### src/rtl/core/gregorian_date_day_count_convert_assert.svh
// assertion macros for the date and day count converter
`ifndef GREGORIAN_DATE_DAY_COUNT_CONVERT_ASSERT_SVH
`define GREGORIAN_DATE_DAY_COUNT_CONVERT_ASSERT_SVH

`ifndef SYNTHESIS
`define GDCC_ASSERT_IMPL(lbl, clk, rst_n, pre, post) \
    lbl: assert property (@(posedge clk) disable iff (!rst_n) (pre) |-> (post)) \
        else $error("same cycle check failed");
`define GDCC_ASSERT_NEXT(lbl, clk, rst_n, pre, post) \
    lbl: assert property (@(posedge clk) disable iff (!rst_n) (pre) |=> (post)) \
        else $error("next cycle check failed");
`else
`define GDCC_ASSERT_IMPL(lbl, clk, rst_n, pre, post)
`define GDCC_ASSERT_NEXT(lbl, clk, rst_n, pre, post)
`endif

`endif

### src/rtl/core/gdcc_pkg.sv
// types, unit constants and calendar tables for the date and day count converter
`timescale 1ns / 1ps

package gdcc_pkg;

    typedef struct packed {
        logic        mode;
        logic [4:0]  in_day;
        logic [3:0]  in_month;
        logic [13:0] in_year;
        logic [21:0] in_day_count;
    } t_in_item;

    typedef struct packed {
        logic [21:0] out_day_count;
        logic [4:0]  out_day;
        logic [3:0]  out_month;
        logic [13:0] out_year;
        logic        bad_input;
    } t_out_item;

    typedef logic [22:0] t_opnd;

    localparam logic [3:0] LAST_STEP   = 4'd14;
    localparam logic [3:0] MONTH_LAST  = 4'd11;
    localparam logic [3:0] MONTH_MAX   = 4'd12;
    localparam logic [3:0] MONTH_FEB   = 4'd2;

    localparam t_opnd DAY_UNIT [4] = '{23'd146097, 23'd36524, 23'd1461, 23'd365};
    localparam t_opnd YEAR_UNIT [4] = '{23'd400, 23'd100, 23'd4, 23'd1};

    // unit of one shift-subtract or shift-add step: stages of 6, 2, 5 and 2 bits
    function automatic t_opnd step_const(input logic day_set, input logic [3:0] step);
        logic [1:0] stg;
        logic [2:0] sh;
        t_opnd      base;
        case (step)
            4'd0:    begin stg = 2'd0; sh = 3'd5; end
            4'd1:    begin stg = 2'd0; sh = 3'd4; end
            4'd2:    begin stg = 2'd0; sh = 3'd3; end
            4'd3:    begin stg = 2'd0; sh = 3'd2; end
            4'd4:    begin stg = 2'd0; sh = 3'd1; end
            4'd5:    begin stg = 2'd0; sh = 3'd0; end
            4'd6:    begin stg = 2'd1; sh = 3'd1; end
            4'd7:    begin stg = 2'd1; sh = 3'd0; end
            4'd8:    begin stg = 2'd2; sh = 3'd4; end
            4'd9:    begin stg = 2'd2; sh = 3'd3; end
            4'd10:   begin stg = 2'd2; sh = 3'd2; end
            4'd11:   begin stg = 2'd2; sh = 3'd1; end
            4'd12:   begin stg = 2'd2; sh = 3'd0; end
            4'd13:   begin stg = 2'd3; sh = 3'd1; end
            4'd14:   begin stg = 2'd3; sh = 3'd0; end
            default: begin stg = 2'd3; sh = 3'd0; end
        endcase
        base = day_set ? DAY_UNIT[stg] : YEAR_UNIT[stg];
        return base << sh;
    endfunction

    function automatic logic [4:0] month_days(input logic [3:0] idx, input logic leap);
        logic [4:0] len;
        case (idx)
            4'd1:    len = leap ? 5'd29 : 5'd28;
            4'd3:    len = 5'd30;
            4'd5:    len = 5'd30;
            4'd8:    len = 5'd30;
            4'd10:   len = 5'd30;
            default: len = 5'd31;
        endcase
        return len;
    endfunction

    function automatic logic [8:0] days_before(input logic [3:0] idx);
        logic [8:0] dbm;
        case (idx)
            4'd0:    dbm = 9'd0;
            4'd1:    dbm = 9'd31;
            4'd2:    dbm = 9'd59;
            4'd3:    dbm = 9'd90;
            4'd4:    dbm = 9'd120;
            4'd5:    dbm = 9'd151;
            4'd6:    dbm = 9'd181;
            4'd7:    dbm = 9'd212;
            4'd8:    dbm = 9'd243;
            4'd9:    dbm = 9'd273;
            4'd10:   dbm = 9'd304;
            4'd11:   dbm = 9'd334;
            default: dbm = 9'd0;
        endcase
        return dbm;
    endfunction

endpackage

### src/rtl/core/gregorian_date_day_count_convert.sv
// date to day count and day count to date converter on one shared add/subtract unit
//
//   channel  signals                              direction
//   input    i_in_valid  i_in_item   o_in_stall   date or day count in
//   output   o_out_valid o_out_item  i_out_stall  day count, date and flag out
//
// a date skips the shift-add steps when its day is past the end of the month
// an input rejected on its fields alone skips all steps; each waits out any output stall
// the shared unit runs 15 shift-subtract steps, up to 12 month steps, 15 shift-add steps
// one item at a time: o_in_stall is high from acceptance until the result is registered
// a new item is taken while the previous result still waits in the output register
// synchronous active low reset clears the sequencer and the output valid
`timescale 1ns / 1ps

`include "gregorian_date_day_count_convert_assert.svh"

module gregorian_date_day_count_convert #(
    parameter int unsigned YEAR_LIMIT = 9999
) (
    input  logic                i_clk,
    input  logic                i_rst_n,
    input  logic                i_in_valid,
    input  gdcc_pkg::t_in_item  i_in_item,
    output logic                o_in_stall,
    output logic                o_out_valid,
    output gdcc_pkg::t_out_item o_out_item,
    input  logic                i_out_stall
);

    import gdcc_pkg::*;

    localparam int unsigned LIM_DAYS = YEAR_LIMIT * 365 + YEAR_LIMIT / 4
                                       - YEAR_LIMIT / 100 + YEAR_LIMIT / 400;
    localparam logic [24:0] CNT_LAST = 25'(LIM_DAYS);
    localparam logic [16:0] YEAR_MAX = 17'(YEAR_LIMIT);

    localparam logic [2:0] ST_IDLE = 3'd0;
    localparam logic [2:0] ST_DIV  = 3'd1;
    localparam logic [2:0] ST_CHK  = 3'd2;
    localparam logic [2:0] ST_MON  = 3'd3;
    localparam logic [2:0] ST_MAC  = 3'd4;
    localparam logic [2:0] ST_FIN  = 3'd5;

    logic [2:0]  r_state, n_state;
    logic [3:0]  r_step, n_step;
    logic [22:0] r_acc, n_acc;
    logic [14:0] r_quo, n_quo;
    logic [3:0]  r_mon, n_mon;
    logic        r_mode, n_mode;
    logic [4:0]  r_day, n_day;
    logic [3:0]  r_month, n_month;
    logic [13:0] r_year, n_year;
    logic [21:0] r_cnt, n_cnt;
    logic        r_bad, n_bad;
    logic        r_out_valid, n_out_valid;
    t_out_item   r_out_item, n_out_item;

    t_opnd       alu_b;
    logic        alu_sub;
    logic [23:0] alu_res;
    logic        alu_neg;

    logic        date_bad;
    logic        cnt_bad;
    logic        leap;
    logic [4:0]  chk_len;
    logic        late_month;

    // shared add/subtract unit
    assign alu_res = {1'b0, r_acc} + (alu_sub ? ~{1'b0, alu_b} : {1'b0, alu_b})
                     + {23'd0, alu_sub};
    assign alu_neg = alu_res[23];

    always_comb begin
        case (r_state)
            ST_DIV: begin
                alu_b   = step_const(r_mode, r_step);
                alu_sub = 1'b1;
            end
            ST_MON: begin
                alu_b   = {18'd0, month_days(r_mon, leap)};
                alu_sub = 1'b1;
            end
            ST_MAC: begin
                alu_b   = step_const(!r_mode, r_step);
                alu_sub = 1'b0;
            end
            default: begin
                alu_b   = '0;
                alu_sub = 1'b0;
            end
        endcase
    end

    assign date_bad = (i_in_item.in_year == 14'd0)
                   || ({3'd0, i_in_item.in_year} > YEAR_MAX)
                   || (i_in_item.in_month == 4'd0)
                   || (i_in_item.in_month > MONTH_MAX)
                   || (i_in_item.in_day == 5'd0);
    assign cnt_bad  = (i_in_item.in_day_count == 22'd0)
                   || ({3'd0, i_in_item.in_day_count} > CNT_LAST);

    // year decomposed as 400*q0 + 100*q1 + 4*q2 + q3 + 1
    assign leap       = (r_quo[1:0] == 2'd3)
                     && ((r_quo[6:2] != 5'd24) || (r_quo[8:7] == 2'd3));
    assign chk_len    = month_days(r_month - 4'd1, leap);
    assign late_month = (r_month > MONTH_FEB) && leap;

    always_comb begin
        n_state     = r_state;
        n_step      = r_step;
        n_acc       = r_acc;
        n_quo       = r_quo;
        n_mon       = r_mon;
        n_mode      = r_mode;
        n_day       = r_day;
        n_month     = r_month;
        n_year      = r_year;
        n_cnt       = r_cnt;
        n_bad       = r_bad;
        n_out_valid = r_out_valid;
        n_out_item  = r_out_item;
        if (r_out_valid && !i_out_stall) begin
            n_out_valid = 1'b0;
        end
        case (r_state)
            ST_IDLE: begin
                if (i_in_valid) begin
                    n_mode  = i_in_item.mode;
                    n_day   = i_in_item.in_day;
                    n_month = i_in_item.in_month;
                    n_year  = i_in_item.in_year;
                    n_cnt   = i_in_item.in_day_count;
                    n_step  = 4'd0;
                    n_quo   = '0;
                    if (!i_in_item.mode) begin
                        n_acc   = {9'd0, i_in_item.in_year - 14'd1};
                        n_bad   = date_bad;
                        n_state = date_bad ? ST_FIN : ST_DIV;
                    end else begin
                        n_acc   = {1'b0, i_in_item.in_day_count - 22'd1};
                        n_bad   = cnt_bad;
                        n_state = cnt_bad ? ST_FIN : ST_DIV;
                    end
                end
            end
            ST_DIV: begin
                n_quo  = {r_quo[13:0], !alu_neg};
                if (!alu_neg) begin
                    n_acc = alu_res[22:0];
                end
                n_step = r_step + 4'd1;
                if (r_step == LAST_STEP) begin
                    n_step  = 4'd0;
                    n_mon   = 4'd0;
                    n_state = r_mode ? ST_MON : ST_CHK;
                end
            end
            ST_CHK: begin
                if (r_day > chk_len) begin
                    n_bad   = 1'b1;
                    n_state = ST_FIN;
                end else begin
                    n_acc   = 23'(days_before(r_month - 4'd1)) + 23'(r_day)
                              + 23'(late_month);
                    n_state = ST_MAC;
                end
            end
            ST_MON: begin
                if (!alu_neg && (r_mon != MONTH_LAST)) begin
                    n_acc = alu_res[22:0];
                    n_mon = r_mon + 4'd1;
                end else begin
                    n_day   = r_acc[4:0] + 5'd1;
                    n_month = r_mon + 4'd1;
                    n_acc   = 23'd1;
                    n_state = ST_MAC;
                end
            end
            ST_MAC: begin
                if (r_quo[14]) begin
                    n_acc = alu_res[22:0];
                end
                n_quo  = {r_quo[13:0], 1'b0};
                n_step = r_step + 4'd1;
                if (r_step == LAST_STEP) begin
                    n_step  = 4'd0;
                    n_state = ST_FIN;
                end
            end
            ST_FIN: begin
                if (!r_out_valid || !i_out_stall) begin
                    n_out_valid = 1'b1;
                    if (r_bad) begin
                        n_out_item.out_day_count = 22'd1;
                        n_out_item.out_day       = 5'd1;
                        n_out_item.out_month     = 4'd1;
                        n_out_item.out_year      = 14'd1;
                    end else if (r_mode) begin
                        n_out_item.out_day_count = r_cnt;
                        n_out_item.out_day       = r_day;
                        n_out_item.out_month     = r_month;
                        n_out_item.out_year      = r_acc[13:0];
                    end else begin
                        n_out_item.out_day_count = r_acc[21:0];
                        n_out_item.out_day       = r_day;
                        n_out_item.out_month     = r_month;
                        n_out_item.out_year      = r_year;
                    end
                    n_out_item.bad_input = r_bad;
                    n_state              = ST_IDLE;
                end
            end
            default: begin
                n_state = ST_IDLE;
            end
        endcase
    end

    always_ff @(posedge i_clk) begin
        if (!i_rst_n) begin
            r_state     <= ST_IDLE;
            r_step      <= 4'd0;
            r_out_valid <= 1'b0;
        end else begin
            r_state     <= n_state;
            r_step      <= n_step;
            r_out_valid <= n_out_valid;
        end
    end

    always_ff @(posedge i_clk) begin
        r_acc      <= n_acc;
        r_quo      <= n_quo;
        r_mon      <= n_mon;
        r_mode     <= n_mode;
        r_day      <= n_day;
        r_month    <= n_month;
        r_year     <= n_year;
        r_cnt      <= n_cnt;
        r_bad      <= n_bad;
        r_out_item <= n_out_item;
    end

    assign o_in_stall  = (r_state != ST_IDLE);
    assign o_out_valid = r_out_valid;
    assign o_out_item  = r_out_item;

    `GDCC_ASSERT_NEXT(a_accept_busy, i_clk, i_rst_n, i_in_valid && !o_in_stall, o_in_stall)
    `GDCC_ASSERT_IMPL(a_bad_is_first_day, i_clk, i_rst_n, o_out_valid && o_out_item.bad_input,
        o_out_item.out_day_count == 22'd1 && o_out_item.out_day == 5'd1
        && o_out_item.out_month == 4'd1 && o_out_item.out_year == 14'd1)
    `GDCC_ASSERT_IMPL(a_month_range, i_clk, i_rst_n, o_out_valid,
        o_out_item.out_month != 4'd0 && o_out_item.out_month <= MONTH_MAX
        && o_out_item.out_day != 5'd0)
    `GDCC_ASSERT_IMPL(a_month_search, i_clk, i_rst_n, r_state == ST_MON,
        r_mon <= MONTH_LAST && r_acc < 23'd366)

endmodule

### config.mk
export PLATFORM = sky130hd
export DESIGN_NAME = gregorian_date_day_count_convert
export DESIGN_NICKNAME = d
export VERILOG_FILES = /design/src/rtl/core/gdcc_pkg.sv /design/src/rtl/core/gregorian_date_day_count_convert.sv
export VERILOG_INCLUDE_DIRS = /design/src /design/src/rtl/core
export SDC_FILE = /design/constraint.sdc
export NUM_CORES = 1
export LEC_CHECK = 0
export BUFFER_PORTS_ARGS = -buffer_cell sky130_fd_sc_hd__buf_2
export CAP_MARGIN = 5
export CORE_MARGIN = 1
export CORE_UTILIZATION = 53
export CTS_BUF_LIST = sky130_fd_sc_hd__clkbuf_4 sky130_fd_sc_hd__clkbuf_8
export CTS_CLUSTER_SIZE = 28
export DETAILED_ROUTE_END_ITERATION = 8
export HOLD_SLACK_MARGIN = 0.15
export PLACE_DENSITY = 0.8
export SETUP_SLACK_MARGIN = 0.02
export SKIP_CTS_REPAIR_TIMING = 1
export SLEW_MARGIN = 20
export SYNTH_ARGS = -nofsm -noshare
export SYNTH_HDL_FRONTEND = slang
export SYNTH_SLANG_ARGS = --single-unit
export TNS_END_PERCENT = 50
### constraint.sdc
create_clock -name i_clk -period 7.87 [get_ports i_clk]
set_input_delay 0.3935 -clock i_clk [delete_from_list [all_inputs] [get_ports i_clk]]
set_output_delay 0.3935 -clock i_clk [all_outputs]
set_load 0.02 [all_outputs]
== Word-level counts from Yosys, hierarchy flattened ==
Memory sizes are Yosys's and may differ from the RTL's. A register that Yosys moved wholly into a read port is not among the register bits.
Index checks and enable logic that the tools add are counted.
Word-level totals
  flip-flop bits (word level): 143
  memory bits (read-only): 304
  bits of input ports: 50
  output and inout bits: 48
  word-level logic and storage cells: 179
  memories kept: 3
Memories
  (name not given): words 16, bits a word 9, rd ports 1, clocked after memory_dff 0, write ports 0, RTL line gdcc_pkg.sv:74  | case (idx)
  (name not given): words 16, bits a word 5, rd ports 1, clocked after memory_dff 1, write ports 0, RTL line gdcc_pkg.sv:37  | case (step)
  (name not given): words 16, bits a word 5, rd ports 1, clocked after memory_dff 1, write ports 0, RTL line gdcc_pkg.sv:37
Operators by class
  add/sub/neg operators: 10
  order comparisons: 7
  equal/unequal tests: 30
  shift operators: 2
  muxes and demuxes: 68
  bitwise logic cells: 3
  reductions and logical operators: 39
Operators by type and width (count)
  $mux W23: 15
  $bmux W23 S2: 4
  $pmux W23 S5: 1
  $pmux W23 S3: 1
  $shl A23 B3 Y23: 2
  $mux W45: 1
  $pmux W15 S3: 1
  $mux W4: 10
  $add A23 B24 Y24: 1
  $add A24 B1 Y24: 1
  $mux W24: 1
  $mux W3: 8
  $not A23 Y24: 1
  $pmux W4 S2: 3
  $gt A22 B22 Y1 const B: 1
  $logic_not A22 Y1: 1
  $mux W22: 1
  $sub A22 B1 Y22 const B: 1
  $eq A4 B4 Y1 const B: 5
  $mux W5: 4
  $ne A2 B2 Y1 const B: 10
  $mux W9: 2
  $pmux W3 S6: 1
  $mux W15: 1
  other kinds (40): 82

== Depth between registers and ports, before layout ==
Gate-level depths: netlist of run 1.
  depth after elaboration: 17
  depth in mapped cells: 20
  gate-level depth less buffers: 18

== Worst setup path before layout of run 1 ==
No wires, ideal clock.
  path type: reg-to-reg
  start: register r_state[0]
  end: register r_acc[0] (enable)
  setup time: 529 ps
  arrival time: 7093 ps
  path slack: 248 ps
  cell stages (with the launch flop): 18
  clock period less this slack: 7622 ps
  cell sequence: dfxtp_1 -> buf_4 -> nor3b_2 -> xnor2_1 -> mux2i_1 -> o32ai_1 -> and2_1 -> a31oi_1 -> mux2_2 -> nor2_1 -> ha_1 -> o211ai_1 -> o21bai_1 -> nand2_1 -> a22oi_2 -> nand4_1 -> and2_1 -> a2111oi_0
Between the ends
  word-level cells in the longest chain between the ends: 8
  elaborated cells on any way between the ends: 18
RTL lines
  start: declaration: RTL line gregorian_date_day_count_convert.sv:44  | logic [2:0] r_state, n_state;
  start signal: assignment: RTL line gregorian_date_day_count_convert.sv:226  | r_state <= n_state;
  $eq A3 B3 Y1, or another cell as far along: RTL line gregorian_date_day_count_convert.sv:75, gregorian_date_day_count_convert.sv:126
  $pmux W23 S3 or $reduce_or A2 Y1 (tied branches)
  $not A23 Y24 or $mux W1 (tied branches): RTL line gregorian_date_day_count_convert.sv:70, gregorian_date_day_count_convert.sv:75
  $mux W24: RTL line gregorian_date_day_count_convert.sv:70  | assign alu_res = {1'b0, r_acc} + (alu_sub ? ~{1'b0, alu_b} : {1'b0, alu_b})
  $add A23 B24 Y24: RTL line gregorian_date_day_count_convert.sv:70
  $add A24 B1 Y24: RTL line gregorian_date_day_count_convert.sv:71  | + {23'd0, alu_sub};
  $ne A2 B2 Y1 (no source line)
  $reduce_and A5 Y1 (no source line) (*)
  end signal: assignment: RTL line gregorian_date_day_count_convert.sv:233  | r_acc <= n_acc;
  end: declaration: RTL line gregorian_date_day_count_convert.sv:46  | logic [22:0] r_acc, n_acc;
Mark *: on every way between the ends. The rest lies on a longest branch, timed or not.
A chain may end at the register's enable or synchronous reset.

== Final worst setup path of run 1 ==
  start: register r_state[2]
  end: register r_acc[22] (enable)
Same word-level chain as after synthesis.

==> impl_metrics.yaml, run 1 <==
sta:
  timing.final.crit_share_pct: 67.65
  fin_setup_tns_ps: 0
  unrepaired_setup_endpoints_after_global_routing: "false"
  hold_violations: 0
  finalSetupViolCount: 0
  worst_pin_slew_ps: 947.4
  timing.max_slew.rel_slack_pct: 36.26
  worst_clock_skew_ps: 17.15
  finalMaxSlewViolations: 0
  period_minus_slack_ps: 5324
  fmax_mhz: 187.8
logic_synthesis:
  synth_largest_type_area_fraction_pct: 40.31
  ys_seq_area_share_pct: 42.90
  synth_fp_nets: 1129
  syn_inst: 1017
  synth_top_cell_by_area: "sky130_fd_sc_hd__edfxtp_1"
  netlist_top_cells_count: "sky130_fd_sc_hd__edfxtp_1 (135), sky130_fd_sc_hd__nor2_1 (103), sky130_fd_sc_hd__nand2_1 (66)"
  netlist_top_cells_area: "sky130_fd_sc_hd__edfxtp_1 (40%), sky130_fd_sc_hd__ha_1 (7.3%), sky130_fd_sc_hd__mux2i_1 (5.2%), sky130_fd_sc_hd__nor2_1 (3.8%), sky130_fd_sc_hd__xnor2_1 (3.0%)"
  ys.warnings.count: 0
  post_synth_num_cell_types: 77
  post-synth-top-count-cell: "sky130_fd_sc_hd__edfxtp_1"
  post_synthesis_sequential_element_count: 148
  syn-mean-instance-area_sq_um: 9.888
  post_synth_instance_area_sq_um: 10060
  synth-edff-count: 135
  async_reset_ff_share_pct: 0
  synth-main-ff-cell: "sky130_fd_sc_hd__edfxtp_1"
setup_path:
  crit_cells: 17
  crit_family: "compound AO/OA/AOI/OAI gates"
  crit_required_ps: 8000
  worstPathCellList: "nor3b_2 -> xnor2_1 -> mux2i_1 -> o21ai_0 -> mux2i_1 -> mux2_2 -> o21ai_0 -> o31ai_1 -> ha_1 -> o211ai_1 -> nor2_1 -> a21oi_1 -> a21bo_2 -> nand4_1 -> and2_1 -> a2111oi_2 -> buf_4"
  critical_path_class: "flop to flop"
  crit_path_end_kind: "flop"
  critical_path.n_buffers_inverters: 1
  startpoint_type: "flop"
  worstRegToRegCells: 17
  critPathArrivalTime_ps: 5460
  crit_path_max_fanout: 23
  critical-path-max-stage-delay_ps: 710
  slowest_stage: "sky130_fd_sc_hd__dfxtp_1"
power:
  p_sw_share_pct: 45.39
  power.total_mw: 4.489
  internal_power_mw: 2.451
  cellLeakagePower_nw: 4.481
  share_of_power_burned_in_registers_pct: 31.6
  power.share.combinational_pct: 55.3
  power.switching_mw: 2.038
  power_density_normalized_to_cell_area_nw_per_um2: 404.0
  p_clk_share_pct: 13.1
  max-vdd-ir-drop_mv: 0.1871
global_route:
  grt_overflow_total: 0
  grtUsageTotal_pct: 24.98
  grt_pass1_vias: 7496
  grt_start_max_net_pins: 47
  antenna_found_initial: 0
  grt_pass1_wl_um: 38380
floorplan:
  pin_count: 98
  start_util_pct: 53.94
  placeableCoreArea_sq_um: 18640
  row_count: 50
  fp.dieArea_sq_um: 19530
  die_x_um: 139.7
  vertical_extent_of_the_die_um: 139.7
drt:
  drt_iter0_markers: 953
  route.detailed.wl_per_inst_um: 18.23
  drt_first_pass_iters: 6
  vias_per_cell: 6.111
  drcViolationCount: 0
  routed-via-count: 8182
  routed_wirelength_um: 24410
  route.antenna.remaining_nets: 0
clock_network:
  cts_buffer_depth: 2
  clkSlewWorstSetupHoldPaths_ps: 80
  clk-insertion-delay-late_ps: 470
  cts_buffers: 17
  cts_tree: "yes"
  htreeDepth: 4
  clk_root_buffer_cell: "sky130_fd_sc_hd__clkbuf_8"
  cts_sinks: 148
run:
  max-cap-violations: 0
layout:
  antenna_cells: 0
  areaGrowthSynthToFinish_pct: 10.49
  share_of_post_route_cells_with_drive_strength_above_1_pct: 15.02
  nFillCells: 1526
  final_nets: 1205
place:
  place.gp.congestion: 0.9578
  port_buffers: 97
  dpl.hpwl_um: 18370
outcome:
  run_status: "completed"
min_path:
  whs_path_depth: 1
  class_of_the_tightest_hold_or_removal_check: "primary input to flop"
==> worst reg2reg max path, cell delays in order (launching register included) <==
cell and delay (ps):
sky130_fd_sc_hd__dfxtp_1 710, sky130_fd_sc_hd__nor3b_2 460, sky130_fd_sc_hd__xnor2_1 440, sky130_fd_sc_hd__mux2i_1 250, sky130_fd_sc_hd__o21ai_0 270, sky130_fd_sc_hd__mux2i_1 150, sky130_fd_sc_hd__mux2_2 290, sky130_fd_sc_hd__o21ai_0 150
sky130_fd_sc_hd__o31ai_1 100, sky130_fd_sc_hd__ha_1 380, sky130_fd_sc_hd__o211ai_1 130, sky130_fd_sc_hd__nor2_1 160, sky130_fd_sc_hd__a21oi_1 150, sky130_fd_sc_hd__a21bo_2 230, sky130_fd_sc_hd__nand4_1 150, sky130_fd_sc_hd__and2_1 270
sky130_fd_sc_hd__a2111oi_2 360, sky130_fd_sc_hd__buf_4 350
==> state kept, by name (all words and copies together), names as in the netlist, named ones only <==
register and flops:
r_state 3, r_day 5, o_out_item 46, r_bad 1
r_year 14, o_out_valid 1, r_mode 1, r_step 4
r_month 4, r_mon 4, r_quo 15, r_acc 23
r_cnt 22
==> cells in the final DEF (no fill, tap or decap), types with 19 or more instances in the layout <==
| cell type | instances |
|---|---|
| sky130_fd_sc_hd__and3_1 | 19 |
| sky130_fd_sc_hd__ha_1 | 59 |
| sky130_fd_sc_hd__nor3_1 | 29 |
| sky130_fd_sc_hd__o21ai_0 | 51 |
| sky130_fd_sc_hd__xnor2_1 | 33 |
| sky130_fd_sc_hd__o31ai_1 | 20 |
| sky130_fd_sc_hd__inv_1 | 38 |
| sky130_fd_sc_hd__xor2_1 | 29 |
| sky130_fd_sc_hd__a21oi_1 | 51 |
| sky130_fd_sc_hd__buf_2 | 97 |
| sky130_fd_sc_hd__nor2_1 | 103 |
| sky130_fd_sc_hd__nand2_1 | 66 |
| sky130_fd_sc_hd__nand3_1 | 25 |
| sky130_fd_sc_hd__edfxtp_1 | 135 |
| sky130_fd_sc_hd__mux2i_1 | 52 |
==> metal layers <==
layer | global-route usage (%) | wire, um | up-vias
li1 | - | - | 3951
met1 | 33.89 | 10690 | 3836
met2 | 39.71 | 11130 | 350
met3 | 5.575 | 2089 | 45
met4 | 7.866 | 494 | 0
met5 | 0 | 0 | -
==> power groups by stage <==
stage / clock network (mW) / registers (mW) / logic (mW)
finish: 0.587 / 1.42 / 2.48
floorplan: 0 / 1.34 / 1.93
global route: 0.623 / 1.44 / 2.73
global placement: 0 / 1.42 / 2.39
detailed placement: 0 / 1.43 / 2.43
CTS: 0.590 / 1.41 / 2.44
==> kinds of logic (layout without fill, tap and decap cells) <==
| kind of cell | Yosys count | count (layout) | synth area share, % |
|---|---|---|---|
| simple gates | 331 | 331 | 16.11 |
| xor+xnor | 64 | 64 | 5.649 |
| mux | 58 | 58 | 5.885 |
| flops | 148 | 148 | 42.90 |
| fa+ha+maj | 62 | 62 | 7.938 |
| compound gates | 265 | 265 | 18.05 |
| buf+inv | 89 | 177 | 3.459 |
==> through the flow <==
stage                     cells  util (%)  setup WS (ps)  instance area, sq um  hold WS [ps]
after floorplan            1017         -          248.0                 10060         424.4
after global placement     1308     57.51           2574                 10720         512.4
after detailed placement   1308     57.55           2674                 10730         519.6
after CTS                  1339     59.60           2640                 11110         152.2
after global routing       1339     59.60           2138                 11110         155.7
final                      1339     59.60           2546                 11110         167.4
==> worst paths after layout <==
check	start	to	slack, ps
setup reg to reg	r_state[2]	r_acc[22]	2550
setup / recovery	r_state[2]	r_acc[22]	2550
hold reg to reg	r_cnt[0]	o_out_item[24]	540
hold / removal	i_in_item[28]	r_year[6]	170
==> final cells by class <==
type	count	area, sq um	area share [%]
repair buffers	106	553.0	4.977
clock inverters	12	132.6	1.194
flip-flops and latches	148	4314	38.83
multi-input cells	780	5419	48.77
clock buffers	19	249.0	2.241
inverters	40	150.1	1.351
well taps	234	292.8	2.635
Power figures use the tool's default switching activity.
==> inputs of run 2 (changes only) <==
--- a/config.mk
+++ b/config.mk
@@ -14,7 +14,7 @@
 export CTS_CLUSTER_SIZE = 28
 export DETAILED_ROUTE_END_ITERATION = 8
 export HOLD_SLACK_MARGIN = 0.15
-export PLACE_DENSITY = 0.8
+export PLACE_DENSITY = 0.78
 export SETUP_SLACK_MARGIN = 0.02
 export SKIP_CTS_REPAIR_TIMING = 1
 export SLEW_MARGIN = 20
==> constraint.sdc (replaced) <==
create_clock -name i_clk -period 5.4 [get_ports i_clk]
set_input_delay 0.27 -clock i_clk [delete_from_list [all_inputs] [get_ports i_clk]]
set_output_delay 0.27 -clock i_clk [all_outputs]
set_load 0.02 [all_outputs]
==> run 2 against run 1 <==
Against the previous run: first-iteration DRC count fell by 5.9%; clock-buffer cell count did not move; cell area rose by 4.9%; clock power rose by 64%; power rose by 50%; sequential share of layout area fell by 1.8 points; global-route usage rose by 0.85 points; non-clock buffer count rose by 51; critical endpoint is now r_day[0]; largest cell class unchanged; largest power group unchanged; highest routed layer unchanged.
==> impl_metrics.yaml, run 2 (same netlist as run 1, synthesis figures left out) <==
setup_path:
  slowest_stage: "sky130_fd_sc_hd__dfxtp_1"
  crit_required_ps: 5530
  critPathArrivalTime_ps: 5090
  critical_path.n_buffers_inverters: 1
  crit_path_max_fanout: 18
  startpoint_type: "flop"
  crit_family: "simple AND/OR/NAND/NOR gates"
  critical-path-max-stage-delay_ps: 700
  crit_path_end_kind: "flop"
  critical_path_class: "flop to flop"
  worstPathCellList: "clkinv_1 -> nor2_1 -> a21oi_1 -> or3_1 -> o21ai_0 -> mux2i_1 -> nor2_1 -> mux2i_1 -> ha_1 -> a31oi_1 -> a21boi_0 -> o211ai_1 -> a21oi_1 -> and2_1 -> o21bai_1 -> nand2_1"
floorplan:
  start_util_pct: 53.94
  pin_count: 98
  row_count: 50
  placeableCoreArea_sq_um: 18640
  fp.dieArea_sq_um: 19530
  vertical_extent_of_the_die_um: 139.7
  die_x_um: 139.7
layout:
  reg.largest.list: "o_out_item x46, r_acc x23, r_cnt x22"
  final_nets: 1256
  most-common-layout-cells: "sky130_fd_sc_hd__edfxtp_1 (135), sky130_fd_sc_hd__nor2_1 (103), sky130_fd_sc_hd__buf_2 (97), sky130_fd_sc_hd__nand2_1 (66), sky130_fd_sc_hd__ha_1 (59)"
  antenna_cells: 0
  largest_register: "o_out_item"
  largest_register_ff_count: 46
  final_cell_count_no_fill: 1390
  post-route-cell-area_sq_um: 11660
  layout.cells.most_common: "sky130_fd_sc_hd__edfxtp_1"
  areaGrowthSynthToFinish_pct: 15.94
  finalCoreUtilization_pct: 62.54
  share_of_post_route_cells_with_drive_strength_above_1_pct: 14.79
clock_network:
  cts_buffer_depth: 2
  cts_sinks: 148
  clk-insertion-delay-late_ps: 470
  cts_buffers: 17
  clk_root_buffer_cell: "sky130_fd_sc_hd__clkbuf_8"
  cts_tree: "yes"
  htreeDepth: 4
  clkSlewWorstSetupHoldPaths_ps: 80
drt:
  drt_iter0_markers: 897
  drt_first_pass_iters: 6
  routed_wirelength_um: 26600
  route.antenna.remaining_nets: 0
  routed-via-count: 8530
  vias_per_cell: 6.137
  drcViolationCount: 0
  route.detailed.wl_per_inst_um: 19.14
global_route:
  antenna_found_initial: 0
  grtUsageTotal_pct: 25.83
  grt_pass1_vias: 7637
  grt_start_max_net_pins: 47
  grt_pass1_wl_um: 39590
  grt_overflow_total: 0
place:
  port_buffers: 97
  dpl.hpwl_um: 18350
  place.gp.congestion: 0.9213
  post-place-cells: 1313
  placed_cell_area_sq_um: 10770
  preCtsSetupSlack_ps: 515.0
sta:
  finalSetupViolCount: 0
  timing.max_slew.rel_slack_pct: 39.93
  unrepaired_setup_endpoints_after_global_routing: "false"
  finalMaxSlewViolations: 0
  finalHoldWorstSlack_ps: 155.0
  fmax_mhz: 201.2
  period_minus_slack_ps: 4969
  worst_clock_skew_ps: 22.34
  worst_pin_slew_ps: 892.7
  timing.final.crit_share_pct: 92.02
  hold_violations: 0
  final_critical_path_setup_slack_ps: 430.7
  fin_setup_tns_ps: 0
outcome:
  run_status: "completed"
power:
  max-vdd-ir-drop_mv: 0.2683
  power.total_mw: 6.726
  power_density_normalized_to_cell_area_nw_per_um2: 576.9
  cellLeakagePower_nw: 4.734
run:
  max-cap-violations: 0
min_path:
  class_of_the_tightest_hold_or_removal_check: "primary input to flop"
## run 2: cell types whose count changed in the layout (fill, tap and decap cells not counted)
cell | previous run | this run
sky130_fd_sc_hd__a2111oi_2 | 1 | 0
sky130_fd_sc_hd__a2111oi_4 | 0 | 1
sky130_fd_sc_hd__buf_4 | 9 | 14
sky130_fd_sc_hd__bufinv_16 | 2 | 4
sky130_fd_sc_hd__clkinv_1 | 3 | 2
sky130_fd_sc_hd__clkinv_2 | 1 | 3
sky130_fd_sc_hd__clkinvlp_4 | 5 | 1
sky130_fd_sc_hd__dlygate4sd3_1 | 0 | 46
sky130_fd_sc_hd__inv_6 | 2 | 3
sky130_fd_sc_hd__xnor2_1 | 33 | 34
sky130_fd_sc_hd__xnor2_2 | 1 | 0
## run 2: layout make-up
class	instances	area, sq um
Fill cell	1493	6984
Inverter	40	150.1
Clock buffer	19	249.0
Clock inverter	12	177.7
Sequential cell	148	4314
Multi-Input combinational cell	780	5424
Tap cell	234	292.8
Timing Repair Buffer	157	1051
## run 2: worst paths after layout
kind                    start             end  slack, ps  depth (start not counted)
setup / recovery         flop        r_day[0]        430                         16
hold / removal    i_out_stall     o_out_valid        160                          3
setup reg to reg         flop        r_day[0]        430                         16
hold reg to reg      r_cnt[0]  o_out_item[24]        560                          1
## run 2: metal layers
layer / up-vias / track usage (%) / wire length [um]
met2: 410 / 41.16 / 12620
met4: 0 / 8.444 / 668
met5: - / 0 / 0
met3: 54 / 4.714 / 2098
li1: 4048 / - / -
met1: 4018 / 35.48 / 11210
## run 2: report_power, final
| part | internal [mW] | switching [mW] |
|---|---|---|
| logic | 1.45 | 2.29 |
| clock network | 0.514 | 0.448 |
| registers | 1.75 | 0.267 |
| total | 3.72 | 3.01 |
## run 2: worst reg2reg max path: stages, from the launching register on
cell,delay (ps)
sky130_fd_sc_hd__dfxtp_1,700
sky130_fd_sc_hd__clkinv_1,560
sky130_fd_sc_hd__nor2_1,320
sky130_fd_sc_hd__a21oi_1,60
sky130_fd_sc_hd__or3_1,310
sky130_fd_sc_hd__o21ai_0,150
sky130_fd_sc_hd__mux2i_1,130
sky130_fd_sc_hd__nor2_1,140
sky130_fd_sc_hd__mux2i_1,290
sky130_fd_sc_hd__ha_1,320
sky130_fd_sc_hd__a31oi_1,210
sky130_fd_sc_hd__a21boi_0,290
sky130_fd_sc_hd__o211ai_1,170
sky130_fd_sc_hd__a21oi_1,240
sky130_fd_sc_hd__and2_1,320
sky130_fd_sc_hd__o21bai_1,140
sky130_fd_sc_hd__nand2_1,290
